`config.mk`:
```
export PLATFORM = sky130hd
export DESIGN_NAME = escaped_frame_deframer
export DESIGN_NICKNAME = d
export VERILOG_FILES = /design/src/hdl/efd_pkg.sv /design/src/hdl/efd_in_reg.sv /design/src/hdl/efd_core.sv /design/src/hdl/efd_out_reg.sv /design/src/hdl/escaped_frame_deframer.sv
export SDC_FILE = /design/constraint.sdc
export NUM_CORES = 1
export LEC_CHECK = 0
export ABC_AREA = 1
export BUFFER_PORTS_ARGS = -buffer_cell sky130_fd_sc_hd__buf_2
export CAP_MARGIN = 20
export CORE_ASPECT_RATIO = 1.4
export CORE_UTILIZATION = 36
export CTS_BUF_LIST = sky130_fd_sc_hd__clkbuf_16
export CTS_CLUSTER_DIAMETER = 100
export CTS_CLUSTER_SIZE = 28
export DETAILED_ROUTE_END_ITERATION = 8
export GPL_ROUTABILITY_DRIVEN = 0
export GPL_TIMING_DRIVEN = 0
export SETUP_SLACK_MARGIN = 0.4
export SYNTH_ARGS = -nofsm -noshare
export SYNTH_HDL_FRONTEND = slang
export SYNTH_SLANG_ARGS = --single-unit
```
`constraint.sdc`:
```
create_clock -name clk -period 2.8 [get_ports clk]
set_clock_uncertainty 0.2 [all_clocks]
set_input_delay 0.42 -clock clk [delete_from_list [all_inputs] [get_ports clk]]
set_output_delay 0.42 -clock clk [all_outputs]
set_load 0.05 [all_outputs]
```
`src/hdl/efd_pkg.sv`:
```
// Shared constants, types and the result word format of the escaped frame deframer.
package efd_pkg;

    localparam logic [7:0] START_CODE       = 8'hFF;
    localparam logic [7:0] STOP_CODE        = 8'hFE;
    localparam logic [7:0] ESC_CODE         = 8'h80;
    localparam logic [7:0] TYPE_LIMIT_RESET = 8'd16;

    typedef enum logic [1:0] {
        PH_HUNT = 2'd0,
        PH_TYPE = 2'd1,
        PH_BODY = 2'd2,
        PH_ESC  = 2'd3
    } phase_t;

    typedef struct packed {
        logic [7:0] out_byte;
        logic       is_data;
        logic       frame_end;
        logic [7:0] frame_type;
        logic       type_known;
        logic       dangling_escape;
    } efd_result_t;

endpackage

```
`src/hdl/efd_in_reg.sv`:
```
// Input register stage that holds one received byte until the decoder consumes it.
module efd_in_reg (
    input  logic       clk,
    input  logic       rst_n,
    input  logic       in_valid,
    output logic       in_ready,
    input  logic [7:0] rx_byte,
    input  logic       advance,
    output logic       item_valid,
    output logic [7:0] item_byte
);
    import efd_pkg::*;

    logic       valid_reg;
    logic       valid_next;
    logic [7:0] byte_reg;

    // The held word leaves when the decoder can move it on, so a new word may enter
    // in the same cycle.
    assign in_ready = !valid_reg || advance;

    always_comb
    begin
        valid_next = valid_reg;
        if (in_ready)
        begin
            valid_next = in_valid;
        end
    end

    always_ff @(posedge clk or negedge rst_n)
    begin
        if (!rst_n)
        begin
            valid_reg <= 1'b0;
        end
        else
        begin
            valid_reg <= valid_next;
        end
    end

    always_ff @(posedge clk)
    begin
        if (in_valid && in_ready)
        begin
            byte_reg <= rx_byte;
        end
    end

    assign item_valid = valid_reg;
    assign item_byte  = byte_reg;

endmodule

```
`src/hdl/efd_core.sv`:
```
// Frame state machine that turns one held byte into at most one result word.
module efd_core (
    input  logic               clk,
    input  logic               rst_n,
    input  logic               item_valid,
    input  logic [7:0]         item_byte,
    input  logic               advance,
    input  logic [7:0]         type_limit,
    output logic               res_valid,
    output efd_pkg::efd_result_t res
);
    import efd_pkg::*;

    phase_t     phase_reg;
    phase_t     phase_next;
    logic [7:0] type_hold_reg;
    logic [7:0] type_hold_next;
    logic       fire;
    logic       known;
    logic       is_stop;
    logic       is_start;
    logic       is_esc;

    assign fire     = item_valid && advance;
    assign is_stop  = (item_byte == STOP_CODE);
    assign is_start = (item_byte == START_CODE);
    assign is_esc   = (item_byte == ESC_CODE);
    assign known    = (type_hold_reg != 8'd0) && (type_hold_reg < type_limit);

    always_comb
    begin
        phase_next     = phase_reg;
        type_hold_next = type_hold_reg;
        if (fire)
        begin
            unique case (phase_reg)
                PH_HUNT:
                begin
                    if (is_start)
                    begin
                        phase_next = PH_TYPE;
                    end
                end
                PH_TYPE:
                begin
                    if (is_stop)
                    begin
                        type_hold_next = 8'd0;
                        phase_next     = PH_HUNT;
                    end
                    else
                    begin
                        type_hold_next = item_byte;
                        phase_next     = PH_BODY;
                    end
                end
                PH_BODY:
                begin
                    if (is_stop)
                    begin
                        phase_next = PH_HUNT;
                    end
                    else if (is_esc)
                    begin
                        phase_next = PH_ESC;
                    end
                end
                PH_ESC:
                begin
                    phase_next = is_stop ? PH_HUNT : PH_BODY;
                end
                default:
                begin
                    phase_next = PH_HUNT;
                end
            endcase
        end
    end

    always_comb
    begin
        res_valid = 1'b0;
        res       = '0;
        unique case (phase_reg)
            PH_HUNT:
            begin
                res_valid = 1'b0;
            end
            PH_TYPE:
            begin
                res_valid     = item_valid && is_stop;
                res.frame_end = 1'b1;
            end
            PH_BODY:
            begin
                res_valid      = item_valid && !is_esc;
                res.frame_type = type_hold_reg;
                res.type_known = known;
                if (is_stop)
                begin
                    res.frame_end = 1'b1;
                end
                else
                begin
                    res.is_data  = 1'b1;
                    res.out_byte = item_byte;
                end
            end
            PH_ESC:
            begin
                res_valid      = item_valid;
                res.frame_type = type_hold_reg;
                res.type_known = known;
                if (is_stop)
                begin
                    res.frame_end       = 1'b1;
                    res.dangling_escape = 1'b1;
                end
                else
                begin
                    res.is_data  = 1'b1;
                    res.out_byte = ESC_CODE + item_byte;
                end
            end
            default:
            begin
                res_valid = 1'b0;
            end
        endcase
    end

    always_ff @(posedge clk or negedge rst_n)
    begin
        if (!rst_n)
        begin
            phase_reg     <= PH_HUNT;
            type_hold_reg <= 8'd0;
        end
        else
        begin
            phase_reg     <= phase_next;
            type_hold_reg <= type_hold_next;
        end
    end

    a_one_kind: assert property (@(posedge clk) disable iff (!rst_n)
        res_valid |-> (res.is_data != res.frame_end))
        else $error("result word is neither data nor end, or both");

    a_dangle_on_end: assert property (@(posedge clk) disable iff (!rst_n)
        (res_valid && res.dangling_escape) |-> (res.frame_end && phase_reg == PH_ESC))
        else $error("dangling escape flagged outside an escaped stop");

    a_stop_closes: assert property (@(posedge clk) disable iff (!rst_n)
        (fire && is_stop && phase_reg != PH_HUNT) |=> (phase_reg == PH_HUNT))
        else $error("stop byte did not close the frame");

    a_empty_frame: assert property (@(posedge clk) disable iff (!rst_n)
        (fire && is_stop && phase_reg == PH_TYPE) |=> (type_hold_reg == 8'd0))
        else $error("empty frame left a stale type");

endmodule

```
`src/hdl/efd_out_reg.sv`:
```
// Result register that holds one result word until the consumer takes it.
module efd_out_reg (
    input  logic                 clk,
    input  logic                 rst_n,
    input  logic                 load,
    input  efd_pkg::efd_result_t res,
    output logic                 room,
    output logic                 out_valid,
    input  logic                 out_ready,
    output efd_pkg::efd_result_t out_word
);
    import efd_pkg::*;

    logic        valid_reg;
    logic        valid_next;
    efd_result_t word_reg;

    // There is room when the register is empty or its word is taken this cycle.
    assign room = !valid_reg || out_ready;

    always_comb
    begin
        valid_next = valid_reg;
        if (room)
        begin
            valid_next = load;
        end
    end

    always_ff @(posedge clk or negedge rst_n)
    begin
        if (!rst_n)
        begin
            valid_reg <= 1'b0;
        end
        else
        begin
            valid_reg <= valid_next;
        end
    end

    always_ff @(posedge clk)
    begin
        if (load && room)
        begin
            word_reg <= res;
        end
    end

    assign out_valid = valid_reg;
    assign out_word  = word_reg;

endmodule

```
`src/hdl/escaped_frame_deframer.sv`:
```
// Top level of the escaped frame deframer: input register, frame decoder, result register.
// A byte accepted into the input register is decoded combinationally, and its result word is
// registered in the result register, which drives out_valid.
// Throughput: one byte per clock; the input register and the result register each pass a word
// on in the cycle they receive room, so the stream does not stall while out_ready stays high.
// Reset (rst_n, asynchronous, active low) empties both registers, returns the decoder to
// hunting for a start byte with a zero type, and sets type_limit to 16.
module escaped_frame_deframer (
    input  logic       clk,
    input  logic       rst_n,
    input  logic       type_limit_we,
    input  logic [7:0] type_limit_wdata,
    input  logic       in_valid,
    output logic       in_ready,
    input  logic [7:0] rx_byte,
    output logic       out_valid,
    input  logic       out_ready,
    output logic [7:0] out_byte,
    output logic       is_data,
    output logic       frame_end,
    output logic [7:0] frame_type,
    output logic       type_known,
    output logic       dangling_escape
);
    import efd_pkg::*;

    logic [7:0]  type_limit_reg;
    logic        item_valid;
    logic [7:0]  item_byte;
    logic        room;
    logic        res_valid;
    efd_result_t res;
    efd_result_t out_word;

    // The type limit is a plain register; software must write it only while the block is idle (not enforced here).
    always_ff @(posedge clk or negedge rst_n)
    begin
        if (!rst_n)
        begin
            type_limit_reg <= TYPE_LIMIT_RESET;
        end
        else if (type_limit_we)
        begin
            type_limit_reg <= type_limit_wdata;
        end
    end

    // The held byte moves on whenever the result register has room. A byte that makes no
    // result, such as one dropped while hunting or the type byte, still needs room here; the
    // result register empties every cycle out_ready is high, so this costs no throughput.
    efd_in_reg u_in_reg (
        .clk        (clk),
        .rst_n      (rst_n),
        .in_valid   (in_valid),
        .in_ready   (in_ready),
        .rx_byte    (rx_byte),
        .advance    (room),
        .item_valid (item_valid),
        .item_byte  (item_byte)
    );

    // The decoder keeps the frame phase and the type byte and forms the result word from the
    // held byte with a compare or an 8-bit add.
    efd_core u_core (
        .clk        (clk),
        .rst_n      (rst_n),
        .item_valid (item_valid),
        .item_byte  (item_byte),
        .advance    (room),
        .type_limit (type_limit_reg),
        .res_valid  (res_valid),
        .res        (res)
    );

    efd_out_reg u_out_reg (
        .clk       (clk),
        .rst_n     (rst_n),
        .load      (res_valid && item_valid),
        .res       (res),
        .room      (room),
        .out_valid (out_valid),
        .out_ready (out_ready),
        .out_word  (out_word)
    );

    assign out_byte        = out_word.out_byte;
    assign is_data         = out_word.is_data;
    assign frame_end       = out_word.frame_end;
    assign frame_type      = out_word.frame_type;
    assign type_known      = out_word.type_known;
    assign dangling_escape = out_word.dangling_escape;

endmodule

```
==> metrics.cfg <==
[critical_path]
crit_path_start_kind = flip-flop
path_max_fanout = 20
r2r_slack_ns = 0.68
crit_type = reg2reg
crit_arrival_ns = 1.83
end_kind = flip-flop
worstPathRequired_ns = 2.52

[clocking]
h-tree-depth = 2
cts_sinks = 48
cts_setup_buffers = 0
cts_tree = done
numCtsBuffers = 5
clk_latency_ns = 0.28
clk_path_buf_depth = 2
cts.clk_slew.worst_paths_ns = 0.06
cts_root_buffer = clkbuf_16

[final_layout]
fin_cells = 325
nNetsFinal = 288
drive_above_1_share = 0.261
synthToLayoutAreaGrowth_pct = 22.4
num_antenna_cells = 0
nFillCells = 555
largest_register_ffs = 20
post-route-util = 0.468
ff_latch_area_um2 = 1340
multiInputGateArea_um2 = 658

[floorplan]
dieArea_um2 = 6260
die_w_um = 67.2
dieHeight_um = 93.2
core_um2 = 5610
ioPinCount = 43
start_util = 0.382
rows = 32

[logic_synthesis]
synth_area_um2 = 2140
ys_seq_area_frac = 0.627
yosysTopAreaCellShare = 0.393
synth.avg_cell_area_um2 = 10.4
synth_cells = 206
synth_area_leader_cell = edfxtp_1
netlist-cell-type-count = 24
synth_area_leaders = edfxtp_1 (39%), dfrtp_1 (22%), nand2_1 (7.2%)
yosysWarnings = 0
ys_seq_elements = 48
synthesis.nets = 238

[hold_path]
hold_path.class = in2reg

[status]
status = finished clean

[placed_design]
dp_hpwl_mm = 2.91
port-buffer-count = 42
post-place-ws_ns = 0.508
placed_cells = 316

[job]
maxCapViolCount = 0

[routing]
wire_per_inst_um = 11.7
drt_first_pass_iters = 4
final_antenna_net_count = 0
drtIter0Drc = 79
via_per_inst = 4.62
vias = 1500
drc_errors = 0
wl_mm = 3.80

[timing]
period_share = 0.757
setup_tns_ns = 0
tightest_slew_ns = 0.474
max_freq_mhz = 472
relSlewSlack = 0.684
fin_crit_ns = 2.12
rsz0062_at_grt = no
final_hold_viol_count = 0
finalSetupViolCount = 0
whs_ns = 0.106
fin_ws_ns = 0.681
drv_slew = 0

[global_routing]
grt_pass1_vias = 1471
grt_pass1_wl_mm = 6.38
grt_max_degree = 21
antenna_found_initial = 0
grt.total_usage = 0.141
gr-total-overflow = 0

[power]
power.leakage_nw = 1.23
power.density_nw_per_um2 = 905
ir_drop_v = 0.000383

==> timing repair <==
item	4_1_cts	5_1_grt
endpoints found under the setup margin	0	20
hold buffers	1	0
hold endpoints to repair	19	0
resized for setup	0	1
==> area by class of cell <==
| class | instances | share of cell area |
|---|---|---|
| clock inverter | 3 | 0.0177 |
| tap | 68 | 0.0325 |
| clock buffer | 5 | 0.0477 |
| inverter | 34 | 0.0501 |
| timing repair buffer | 43 | 0.0840 |
| buffer | 3 | 0.00477 |
| multi-input combinational | 121 | 0.251 |
| sequential | 48 | 0.512 |
==> through the flow <==
step / instance area [um2] / power, mW
after floorplan: 2140 / 1.52
after global placement: 2440 / 1.69
after detailed placement: 2440 / 1.71
after CTS: 2620 / 2.40
after global routing: 2620 / 2.54
final: 2620 / 2.37
==> synthesized netlist by cell type <==
| cell type | n |
|---|---|
| mux2_2 | 1 |
| nor2_1 | 23 |
| nor2_4 | 1 |
| ha_1 | 11 |
| inv_1 | 32 |
| or2_2 | 2 |
| dfstp_2 | 1 |
| nand3_2 | 1 |
| nand2_4 | 1 |
| buf_2 | 1 |
| inv_2 | 2 |
| o22ai_1 | 6 |
| o21ai_2 | 1 |
| nand2_1 | 41 |
| nand2_2 | 4 |
| nor2_2 | 1 |
| o21a_1 | 1 |
| nand3_1 | 9 |
| a21oi_1 | 4 |
| o21ai_0 | 11 |
| dfrtp_1 | 19 |
| edfxtp_1 | 28 |
| clkbuf_1 | 2 |
| nand4_1 | 3 |
==> layout by cell type (no fill, tap or decap), types with 4 or more instances in the layout <==
cell       count
a21oi_1        4
buf_2         43
clkbuf_16      5
dfrtp_1       19
edfxtp_1      28
ha_1          11
inv_1         31
nand2_1       41
nand2_2        4
nand3_1        9
nor2_1        23
o21ai_0       11
o22ai_1        6
==> per-layer routing <==
layer | wire [um] | global-route usage | part of all wire
met1 | 1520 | 0.149 | 0.40
met2 | 1970 | 0.243 | 0.52
met3 | 182 | 0.0415 | 0.048
met4 | 136 | 0.0816 | 0.036
met5 | 0 | 0 | 0
==> where the power goes <==
part / internal, mW / total, mW / switching, mW
registers: 0.907 / 0.983 / 0.0760
clock network: 0.424 / 0.677 / 0.253
logic: 0.229 / 0.711 / 0.482
==> worst paths after layout <==
kind,depth (start not counted),startpoint,to
min in group asynchronous,2,rst_n,type_limit_reg[3]
worst max-delay path,8,u_core.phase_reg[0],u_out_reg.out_word[10]
worst min-delay path,1,rx_byte[5],u_in_reg.item_byte[5]
worst max register to register,8,u_core.phase_reg[0],u_out_reg.out_word[10]
worst min register to register,2,type_limit_reg[4],type_limit_reg[4]
max in group asynchronous,2,rst_n,type_limit_reg[4]
==> kinds of logic (layout without fill, tap and decap cells) <==
kind of cell | after synthesis | after routing | share of synthesized area
adder cells (fa/ha/maj) | 11 | 11 | 0.0643
AO/OA/AOI/OAI | 23 | 23 | 0.0602
flip-flops | 48 | 48 | 0.627
buffers and inverters | 37 | 88 | 0.0655
multiplexers | 1 | 1 | 0.00526
AND/OR/NAND/NOR | 86 | 86 | 0.178
==> worst max-delay path, stage by stage (launching register included) <==
cell and delay, ns:
dfrtp_1 0.42, inv_1 0.08, ha_1 0.27, inv_1 0.08
nand2_1 0.05, nand3_1 0.07, nand2_1 0.07, nand2_1 0.13
clkinvlp_4 0.38
Note: power is estimated with default switching activity, not from simulation.
